===== src/hw/rtl/mrse_pkg.sv =====
// Shared types, constants and helpers of the mask row span extractor.
// Used by every module under hw/rtl; depends on nothing.
`default_nettype none
package mrse_pkg;

  localparam int MASK_WIDTH = 16;
  localparam int COL_W = $clog2(MASK_WIDTH + 1);

  localparam logic [2:0] REG_CLIP_X0   = 3'd0;
  localparam logic [2:0] REG_CLIP_Y0   = 3'd1;
  localparam logic [2:0] REG_CLIP_X1   = 3'd2;
  localparam logic [2:0] REG_CLIP_Y1   = 3'd3;
  localparam logic [2:0] REG_ORIGIN_X  = 3'd4;
  localparam logic [2:0] REG_ORIGIN_Y  = 3'd5;
  localparam logic [2:0] REG_ALPHA     = 3'd6;
  localparam logic [2:0] REG_ROW_COUNT = 3'd7;

  localparam logic [7:0] DEFAULT_HEIGHT = 8'd16;

  typedef struct packed {
    logic signed [15:0] clip_x0;
    logic signed [15:0] clip_y0;
    logic signed [15:0] clip_x1;
    logic signed [15:0] clip_y1;
    logic signed [15:0] origin_x;
    logic signed [15:0] origin_y;
    logic [7:0]         alpha;
    logic [7:0]         row_count;
  } cfg_t;

  typedef struct packed {
    logic [MASK_WIDTH-1:0] row_bits;
    logic [7:0]            row_index;
  } row_t;

  typedef struct packed {
    logic signed [15:0] span_x;
    logic signed [15:0] span_y;
    logic [4:0]         span_width;
    logic               last_span;
  } span_t;

  typedef struct packed {
    logic [MASK_WIDTH-1:0] bits;
    logic signed [15:0]    ypos;
  } job_t;

  // count of clear columns ahead of the first set one, column 0 at the MSB
  function automatic logic [COL_W-1:0] lead_zeros(input logic [MASK_WIDTH-1:0] v);
    logic [COL_W-1:0] n;
    logic             found;
    n = COL_W'(MASK_WIDTH);
    found = 1'b0;
    for (int i = MASK_WIDTH - 1; i >= 0; i--) begin
      if (!found && v[i]) begin
        n = COL_W'(MASK_WIDTH - 1 - i);
        found = 1'b1;
      end
    end
    return n;
  endfunction

endpackage
`default_nettype wire


===== src/hw/rtl/mrse_front.sv =====
// Front end: accepts mask rows, applies the row tests and the column window.
// Depends on mrse_pkg.
`default_nettype none
module mrse_front (
  input  wire mrse_pkg::cfg_t cfg,
  input  wire mrse_pkg::row_t row,
  output mrse_pkg::job_t      job,
  output logic                keep
);

  logic [7:0]                      height;
  logic signed [15:0]              row_s;
  logic [mrse_pkg::MASK_WIDTH-1:0] window;
  logic signed [15:0]              col_s;
  logic                            row_ok;

  always_comb begin
    col_s = '0;
    for (int c = 0; c < mrse_pkg::MASK_WIDTH; c++) begin
      col_s = 16'(c);
      window[mrse_pkg::MASK_WIDTH-1-c] = (col_s >= cfg.clip_x0) && (col_s < cfg.clip_x1);
    end
  end

  assign height = (cfg.row_count == 8'd0) ? mrse_pkg::DEFAULT_HEIGHT : cfg.row_count;
  assign row_s  = $signed({8'd0, row.row_index});
  assign row_ok = (cfg.alpha != 8'd0) && (row.row_index < height) &&
                  (row_s >= cfg.clip_y0) && (row_s < cfg.clip_y1);

  assign job.bits = row.row_bits & window;
  assign job.ypos = cfg.origin_y + row_s;
  assign keep     = row_ok && (job.bits != '0);

endmodule
`default_nettype wire


===== src/hw/rtl/mrse_queue.sv =====
// Two-entry queue of clipped rows between the front end and the span emitter.
// Depends on mrse_pkg.
`default_nettype none
module mrse_queue (
  input  wire                 clk,
  input  wire                 rst,
  input  wire                 push,
  input  wire mrse_pkg::job_t push_job,
  output logic                full,
  input  wire                 pop,
  output logic                not_empty,
  output mrse_pkg::job_t      head
);

  mrse_pkg::job_t entries [2];
  logic           wr_ptr;
  logic           rd_ptr;
  logic [1:0]     count;

  assign full      = (count == 2'd2);
  assign not_empty = (count != 2'd0);
  assign head      = entries[rd_ptr];

  always_ff @(posedge clk) begin
    if (push) begin
      entries[wr_ptr] <= push_job;
    end
  end

  always_ff @(posedge clk) begin
    if (rst) begin
      wr_ptr <= 1'b0;
      rd_ptr <= 1'b0;
      count  <= 2'd0;
    end else begin
      if (push) begin
        wr_ptr <= ~wr_ptr;
      end
      if (pop) begin
        rd_ptr <= ~rd_ptr;
      end
      count <= count + 2'(push) - 2'(pop);
    end
  end

endmodule
`default_nettype wire


===== src/hw/rtl/mrse_back.sv =====
// Span emitter: peels one run of set columns per cycle into an output register, unless span_ready holds it.
// Depends on mrse_pkg.
`default_nettype none
module mrse_back (
  input  wire                 clk,
  input  wire                 rst,
  input  wire signed [15:0]   origin_x,
  input  wire                 job_valid,
  input  wire mrse_pkg::job_t job,
  output logic                job_pop,
  output logic                span_valid,
  input  wire                 span_ready,
  output mrse_pkg::span_t     span
);

  logic [mrse_pkg::MASK_WIDTH-1:0] rem;
  logic [mrse_pkg::MASK_WIDTH-1:0] rem_next;
  logic signed [15:0]              ypos;
  logic                            busy;
  logic                            cur_valid;
  logic [mrse_pkg::MASK_WIDTH-1:0] cur_bits;
  logic signed [15:0]              cur_ypos;
  logic [mrse_pkg::MASK_WIDTH-1:0] shifted;
  logic [mrse_pkg::COL_W-1:0]      start;
  logic [mrse_pkg::COL_W-1:0]      len;
  logic [mrse_pkg::COL_W-1:0]      stop;
  logic                            advance;

  assign cur_valid = busy || job_valid;
  assign cur_bits  = busy ? rem  : job.bits;
  assign cur_ypos  = busy ? ypos : job.ypos;

  assign start    = mrse_pkg::lead_zeros(cur_bits);
  assign shifted  = cur_bits << start;
  assign len      = mrse_pkg::lead_zeros(~shifted);
  assign stop     = start + len;
  assign rem_next = cur_bits & ({mrse_pkg::MASK_WIDTH{1'b1}} >> stop);

  assign advance = cur_valid && (!span_valid || span_ready);
  assign job_pop = advance && !busy;

  always_ff @(posedge clk) begin
    if (advance) begin
      rem             <= rem_next;
      ypos            <= cur_ypos;
      span.span_x     <= origin_x + $signed(16'(start));
      span.span_y     <= cur_ypos;
      span.span_width <= 5'(len);
      span.last_span  <= (rem_next == '0);
    end
  end

  always_ff @(posedge clk) begin
    if (rst) begin
      busy       <= 1'b0;
      span_valid <= 1'b0;
    end else begin
      if (advance) begin
        busy       <= (rem_next != '0);
        span_valid <= 1'b1;
      end else if (span_ready) begin
        span_valid <= 1'b0;
      end
    end
  end

endmodule
`default_nettype wire


===== src/hw/rtl/mask_row_span_extractor.sv =====
// Mask row span extractor: turns one 16-column mask row into clipped spans, one per cycle
// while span_ready does not hold the output. A row gives up to eight spans, with no gap
// between rows; the span emitter that peels one run per cycle sets the rate. A
// two-entry queue takes rows while spans drain; rows that give no span are dropped.
// Depends on mrse_pkg, mrse_front, mrse_queue and mrse_back.
`default_nettype none
module mask_row_span_extractor (
  input  wire                 clk,
  input  wire                 rst,
  input  wire                 cfg_we,
  input  wire [2:0]           cfg_index,
  input  wire [15:0]          cfg_data,
  input  wire                 row_valid,
  output logic                row_ready,
  input  wire mrse_pkg::row_t row,
  output logic                span_valid,
  input  wire                 span_ready,
  output mrse_pkg::span_t     span
);

  mrse_pkg::cfg_t cfg;
  mrse_pkg::job_t front_job;
  mrse_pkg::job_t head;
  logic           keep;
  logic           full;
  logic           not_empty;
  logic           pop;
  logic           push;

  always_ff @(posedge clk) begin
    if (rst) begin
      cfg.clip_x0   <= 16'sd0;
      cfg.clip_y0   <= 16'sd0;
      cfg.clip_x1   <= 16'sd16;
      cfg.clip_y1   <= 16'sd16;
      cfg.origin_x  <= 16'sd0;
      cfg.origin_y  <= 16'sd0;
      cfg.alpha     <= 8'd255;
      cfg.row_count <= 8'd16;
    end else if (cfg_we) begin
      case (cfg_index)
        mrse_pkg::REG_CLIP_X0:   cfg.clip_x0   <= cfg_data;
        mrse_pkg::REG_CLIP_Y0:   cfg.clip_y0   <= cfg_data;
        mrse_pkg::REG_CLIP_X1:   cfg.clip_x1   <= cfg_data;
        mrse_pkg::REG_CLIP_Y1:   cfg.clip_y1   <= cfg_data;
        mrse_pkg::REG_ORIGIN_X:  cfg.origin_x  <= cfg_data;
        mrse_pkg::REG_ORIGIN_Y:  cfg.origin_y  <= cfg_data;
        mrse_pkg::REG_ALPHA:     cfg.alpha     <= cfg_data[7:0];
        mrse_pkg::REG_ROW_COUNT: cfg.row_count <= cfg_data[7:0];
        default: ;
      endcase
    end
  end

  assign row_ready = !full;
  assign push      = row_valid && row_ready && keep;

  mrse_front u_front (
    .cfg  (cfg),
    .row  (row),
    .job  (front_job),
    .keep (keep)
  );

  mrse_queue u_queue (
    .clk       (clk),
    .rst       (rst),
    .push      (push),
    .push_job  (front_job),
    .full      (full),
    .pop       (pop),
    .not_empty (not_empty),
    .head      (head)
  );

  mrse_back u_back (
    .clk        (clk),
    .rst        (rst),
    .origin_x   (cfg.origin_x),
    .job_valid  (not_empty),
    .job        (head),
    .job_pop    (pop),
    .span_valid (span_valid),
    .span_ready (span_ready),
    .span       (span)
  );

endmodule
`default_nettype wire

===== config.mk =====
export PLATFORM = sky130hd
export DESIGN_NAME = mask_row_span_extractor
export DESIGN_NICKNAME = d
export VERILOG_FILES = /design/src/hw/rtl/mrse_pkg.sv /design/src/hw/rtl/mrse_front.sv /design/src/hw/rtl/mrse_queue.sv /design/src/hw/rtl/mrse_back.sv /design/src/hw/rtl/mask_row_span_extractor.sv
export SDC_FILE = /design/constraint.sdc
export NUM_CORES = 1
export LEC_CHECK = 0
export BUFFER_PORTS_ARGS = -buffer_cell sky130_fd_sc_hd__buf_2
export CAP_MARGIN = 20
export CORE_MARGIN = 3
export CORE_UTILIZATION = 40
export CTS_CLUSTER_SIZE = 14
export DETAILED_ROUTE_END_ITERATION = 16
export SLEW_MARGIN = 20
export SYNTH_ARGS = -nofsm -noshare
export SYNTH_HDL_FRONTEND = slang
export SYNTH_SLANG_ARGS = --single-unit

===== constraint.sdc =====
create_clock -name clk -period 16.7 [get_ports clk]
set_input_delay 2.505 -clock clk [delete_from_list [all_inputs] [get_ports clk]]
set_output_delay 2.505 -clock clk [all_outputs]
set_load 0.01 [all_outputs]

==> results.md, run 1 <==
* Critical Path AT at 7.77 ns
* Max VDD drop at 80.1 uV
* Drt total wl at 32000 um
* Initial Util at 41.2%
* Synth area leader: edfxtp_1
* Avg Cell Area, Syn at 9.46 sq um
* Flop-to-flop setup slack at between 9 and 10 ns
* CP Class: reg2reg
* Cell Area, Synth at 12000 sq um
* Type of the worst min-delay path: reg2reg
* RSZ-0062 raised after global routing: no
* Slowest stage delay, CP at 0.90 ns
* Clk_lat worst skew at 0.55 ns
* Synth Warn # at 0
* Share of cells above drive strength 1 at between 15 and 20%
* CTS tree: built
* Number of setup buffers added after CTS at 0
* Number of port buffers at 87
* Placer Congestion at 0.962
* Post-Syn Nets at 1364
* DRC at 0
* Avg Vias per Cell at 5.49
* Hold-fix buffers, CTS at 0
* First-pass GRT wire length at around 50000 um
* Final instance area at between 10000 and 15000 sq um
* Clk sink count at 237
* Setup crit end kind: flip-flop
* Synthesis-stage register bit count at 237
* Vias at 9568
* Setup TNS at 0 ns
* Fin crit share at 43.7%
* Setup crit start kind: flip-flop
* Yosys top cell area share at 29.5%
* Crit Path Max Fanout at 24
* Max Clk Rate at 137 MHz
* CP top delay family: compound AO/OA/AOI/OAI gates
* Main synth FF type: dfxtp_1
* Die area at 32200 sq um
* Die Y at around 180 um
* Main area contributors after synthesis: edfxtp_1, dfxtp_1, nand2_1, a21oi_1, ha_1
* CTS resizes at 0
* Core ar. at approximately 30000 sq um
* Worst path required time at around 17 ns
* Final Slew Violations at 0
* CP cell instances: buf_4 -> mux2i_1 -> o21ai_1 -> nor4_1 -> nand4_1 -> o211a_4 -> a211oi_2 -> nor2_1 -> o311ai_0 -> o21ai_0 -> nor2_1 -> nor4_1 -> o32ai_1 -> ha_1 -> inv_1 -> fa_1 -> xor2_1 -> nor2_1 -> a21oi_1 -> o22ai_1 -> o2111ai_1 -> a21oi_1 -> or4_1 -> o22ai_1
* Vias in the first global route at 9109
* Buf/Inv on CP at 2
* EDFF count, synth at 118
* Rows at just over 60
* Max Cap Viol at 0
* Clk root buf: clkbuf_16
* Cell mode on critical path: nor2_1
* Avg WL per Cell at 18.3 um
* Finished Core Util at 46.9%
* Share of flip-flops with an asynchronous set or reset at 0%
* Cell Pwr Density at 172 nW/um^2
* Die width at approximately 180 um
* Cell count after synthesis at about 1300
* Min Hold Slack at 0.453 ns
* Clock Pin Slew Worst Setup and Hold Paths at ~0.060 ns
* Routed Antenna Nets at 0
* Outcome: complete, no violations
* Number of I/O pins at approximately 90
* Worst-Margin Slew at 1.14 ns
* Final hold viol count at 0
* Most instantiated cells after synthesis: nand2_1, a21oi_1, dfxtp_1
* DR iter-0 viols at 857
* Total gr overflow at 0
* H-tree levels at 1
* Num CTS Buffers at 27
* Sequential element share of the synthesized area at 49.3%
* Slew margin rel. at a little under a quarter
* Placed instance area at roughly 13000 sq um
* Count leader, synth: nand2_1
* Minimum clock period at around 7.3 ns
* Final setup violation count at 0
* Initial antenna violation count at 0
* Diodes inserted at 0
* Largest net degree at the start of global routing at 74
* Fill cells at 2856
* GRT Total Usage at 19.2%
* Slowest stage cell, crit path: nor4_1
* Hpwl dp at 22900 um
* DRT Pass-1 Iters at 5
* CTS Buffer Depth at 3
* Leak at 4.94 nW
* Yosys cell types at 85
* Skew final at approximately 0.020 ns
* Area Growth Syn to Fin at 13.7%
* Nets at between 1000 and 1500
## kinds of logic after synthesis
| family | Yosys count | synth area share (%) |
|---|---|---|
| compound gates | 313 | 16.6 |
| xor+xnor | 37 | 2.76 |
| fa+ha+maj | 44 | 4.76 |
| buf+inv | 109 | 4.05 |
| flops | 237 | 49.3 |
| mux | 44 | 3.91 |
| simple gates | 488 | 18.7 |
## worst register-to-register path: stages (launching register included)
cell	delay, ns
dfxtp_1	0.55
buf_4	0.45
mux2i_1	0.34
o21ai_1	0.20
nor4_1	0.90
nand4_1	0.26
o211a_4	0.30
a211oi_2	0.49
nor2_1	0.10
o311ai_0	0.31
o21ai_0	0.15
nor2_1	0.13
nor4_1	0.07
o32ai_1	0.50
ha_1	0.26
inv_1	0.06
fa_1	0.43
xor2_1	0.48
nor2_1	0.21
a21oi_1	0.18
o22ai_1	0.10
o2111ai_1	0.12
a21oi_1	0.08
or4_1	0.42
o22ai_1	0.14
## through the flow
| stage | cells | setup slack [ns] | total power [mW] |
|---|---|---|---|
| after global placement | 1692 | 9.57 | 1.76 |
| after detailed placement | 1692 | 9.57 | 1.75 |
| after global routing | 1743 | 8.86 | 2.48 |
| after CTS | 1742 | 9.53 | 2.34 |
| after floorplan | 1272 | 10.11 | 1.49 |
| final | 1743 | 9.40 | 2.35 |
## final timing paths
kind                              from                       end  depth (start not counted)
setup / recovery             flip-flop  u_back.busy$_SDFFE_PP0P_                         24
hold / removal    cfg[54]$_SDFFE_PP0P_      cfg[54]$_SDFFE_PP0P_                          2
setup reg to reg             flip-flop  u_back.busy$_SDFFE_PP0P_                         24
hold reg to reg   cfg[54]$_SDFFE_PP0P_      cfg[54]$_SDFFE_PP0P_                          2
## sequential cells by signal, summed over array words and instances (netlist names), named ones only
register           count
u_queue.entries       64
u_back.rem            16
u_back.busy            1
u_queue.count          2
u_back.span           38
u_back.span_valid      1
cfg                  112
u_queue.rd_ptr         1
u_queue.wr_ptr         1
## report_power, final
part | total, mW | leakage [nW] | switching [mW] | internal, mW
clock network | 0.580 | 0.439 | 0.243 | 0.336
registers | 0.761 | 2.08 | 0.0283 | 0.732
logic | 1.01 | 2.42 | 0.661 | 0.346
## cells in the final DEF, fill, tap and decap left out, types with 25 or more instances in the layout
| cell type | n |
|---|---|
| edfxtp_1 | 118 |
| buf_2 | 86 |
| nor3_1 | 38 |
| clkbuf_16 | 29 |
| nand2_1 | 265 |
| mux2i_1 | 25 |
| dfxtp_1 | 119 |
| a21oi_1 | 150 |
| ha_1 | 41 |
| nor2_1 | 61 |
| o21ai_0 | 31 |
| a21o_1 | 25 |
| inv_1 | 44 |
## area by class of cell
| type | count | area (sq um) | share of cell area [%] |
|---|---|---|---|
| flip-flops and latches | 237 | 5930 | 43.3 |
| multi-input cells | 926 | 5650 | 41.3 |
| clock buffers | 37 | 796 | 5.82 |
| repair buffers | 100 | 556 | 4.06 |
| well taps | 384 | 480 | 3.51 |
| inverters | 46 | 175 | 1.28 |
| clock inverters | 13 | 91.3 | 0.668 |
## routing by layer
metal	part of all wire [%]	vias up	global-route usage [%]
met5	0	-	0
met4	2.3	0	4.73
met3	7.1	54	3.80
met2	45	307	29.7
met1	46	4525	27.7
li1	-	4682	-
Note: power is estimated with default switching activity, not from simulation.
==> inputs of run 2 (changes only) <==
Clock period 16.7 ns to 6.46 ns, I/O delays scaled along.
==> run 2 against run 1 <==
Largest cell class unchanged. Non-clock buffer count rose by 35. Global-route usage rose by 0.58 points. Cell count rose by 2.0%. Highest routed layer unchanged. Via count rose by 0.93%. Sequential power rose to 2.6 times the previous value. Clock skew rose by 0.0086 ns. Total power rose to 2.7 times the previous value. Largest power group unchanged.
==> results.md, run 2 (synthesis results as in run 1) <==
* Outcome: complete, no violations
* Die Y at 179 um
* Num CTS Buffers at 27
* Setup crit end kind: flip-flop
* Number of I/O pins at 88
* Reg2reg path depth at 25
* Share of power burned in registers at 31.8%
* Largest register FFs at 112
* Initial Util at 41.2%
* Commonest non-fill, non-tap cell in the layout: nand2_1
* Crit Path Max Fanout at 14
* Nets at 1465
* Routed Antenna Nets at 0
* Internal Pwr Total at about 3.8 mW
* H-tree levels at 1
* DRC at 0
* RSZ-0062 raised after global routing: no
* Drt total wl at 33000 um
* Hold Path End: cfg[53]$_SDFFE_PP0P_
* CP Class: reg2reg
* Power share of the clock group at 24.0%
* Max Clk Rate at around 160 MHz
* CTS Buffer Depth at 3
* Final instance area at 13900 sq um
* First-pass GRT wire length at about 52000 um
* DR iter-0 viols at around 800
* Rows at 62
* Switching pwr at between 2 and 2.5 mW
* Initial antenna violation count at 0
* Critical Path AT at 6.50 ns
* Comb pwr share at 44.2%
* Hold path depth at 2
* Type of the worst min-delay path: reg2reg
* Hpwl dp at 23900 um
* Number of port buffers at a little under 90
* Worst path required time at 6.90 ns
* Worst-Margin Slew at 1.06 ns
* Vias at 9657
* Reg2reg end: u_back.busy$_SDFFE_PP0P_
* Max VDD drop at 219 uV
* Total gr overflow at 0
* Regs by FF count: cfg (112), u_queue.entries (64), u_back.span (38)
* Setup crit start kind: flip-flop
* Core ar. at 29200 sq um
* Leak at between 5 and 6 nW
* Minimum clock period at 6.06 ns
* Placer Congestion at 0.891
* Flop-to-flop setup slack at 0.40 ns
* DRT Pass-1 Iters at 5
* Hold-fix buffers, CTS at 0
* Slew margin rel. at 28.2%
* Cell Pwr Density at 450 nW/um^2
* Final hold viol count at 0
* Placed instance area at about 13000 sq um
* Final Slew Violations at 0
* Vias in the first global route at 9218
* Fin crit share at 93.9%
* Top reg by flops: cfg
* Share of cells above drive strength 1 at 17.4%
* Sw Share at between 30% and 40%
* Diodes inserted at 0
* Min-delay src: cfg[53]$_SDFFE_PP0P_
* CTS tree: built
* Skew final at 0.0284 ns
* Clk_lat worst skew at 0.54 ns
* Clock Pin Slew Worst Setup and Hold Paths at approximately 0.06 ns
* Setup TNS at 0 ns
* Most frequent cells in the layout: nand2_1, a21oi_1, edfxtp_1, dfxtp_1, buf_2
* Max Cap Viol at 0
* Avg Vias per Cell at 5.43
* Avg WL per Cell at 18.5 um
* Final setup violation count at 0
* Die width at 179 um
* Clk sink count at 237
* Die area at around 32000 sq um
* Largest net degree at the start of global routing at 106
* Clk root buf: clkbuf_16
* Area Growth Syn to Fin at 15.9%
* GRT Total Usage at 19.7%
run 2: worst max path at each step:
| stage | startpoint | endpoint | slack (ns) |
|---|---|---|---|
| floorplan | flip-flop | u_back.busy$_SDFFE_PP0P_ | 1.08 |
| global placement | flip-flop | u_back.busy$_SDFFE_PP0P_ | 0.26 |
| detailed placement | flip-flop | u_back.busy$_SDFFE_PP0P_ | 0.21 |
| CTS | flip-flop | u_back.busy$_SDFFE_PP0P_ | 0.18 |
| global route | flip-flop | u_back.busy$_SDFFE_PP0P_ | 0.07 |
| finish | flip-flop | u_back.busy$_SDFFE_PP0P_ | 0.40 |
run 2: timing repair:
item	in CTS	in global routing
setup endpoints to repair	0	3
resized for setup	0	5
buffers inserted	0	2
run 2: stage by stage:
step / power (mW) / utilization (%) / cells / hold slack, ns / setup WS, ns
2_1_floorplan: 3.85 / - / 1272 / 0.436 / 1.08
3_5_place_dp: 4.72 / 44.5 / 1723 / 0.447 / 0.207
5_1_grt: 6.64 / 47.8 / 1778 / 0.472 / 0.0696
3_3_place_gp: 4.76 / 44.5 / 1723 / 0.442 / 0.260
6_report: 6.27 / 47.8 / 1778 / 0.453 / 0.396
4_1_cts: 6.25 / 47.5 / 1773 / 0.455 / 0.175
run 2: layout make-up:
class,count,area (sq um)
Multi-Input combinational cell,926,5640
Clock buffer,39,754
Timing Repair Buffer,135,838
Inverter,46,175
Sequential cell,237,5930
Tap cell,384,480
Clock inverter,11,121
Fill cell,2798,15200
run 2: per-layer routing:
layer | vias to the layer above | track usage (%) | share of wire [%]
met5 | - | 0 | 0
met4 | 0 | 3.00 | 1.3
met3 | 34 | 3.80 | 7.9
met2 | 324 | 31.3 | 45
met1 | 4536 | 28.8 | 46
li1 | 4763 | - | -
run 2: critical path: stages (launching register included):
cell	delay [ns]
dfxtp_4	0.44
buf_4	0.24
mux2i_1	0.28
o21a_2	0.28
nand4_4	0.19
o41a_1	0.50
o211a_4	0.33
inv_4	0.19
mux2i_1	0.27
nand2_1	0.19
o21ai_0	0.14
nand2_1	0.08
a21oi_1	0.23
nor4_1	0.09
o32ai_1	0.38
ha_1	0.25
inv_1	0.06
fa_1	0.42
xor2_1	0.24
nor2_1	0.15
a21oi_1	0.16
o22ai_1	0.09
o2111ai_1	0.14
a21oi_1	0.07
or4_1	0.39
o22ai_1	0.15
run 2: power groups by stage:
stage,logic (mW),clock network (mW),registers (mW)
floorplan,1.81,0,2.05
global placement,2.73,0,2.03
detailed placement,2.69,0,2.03
CTS,2.71,1.54,2.00
global route,3.02,1.60,2.02
finish,2.77,1.50,2.00
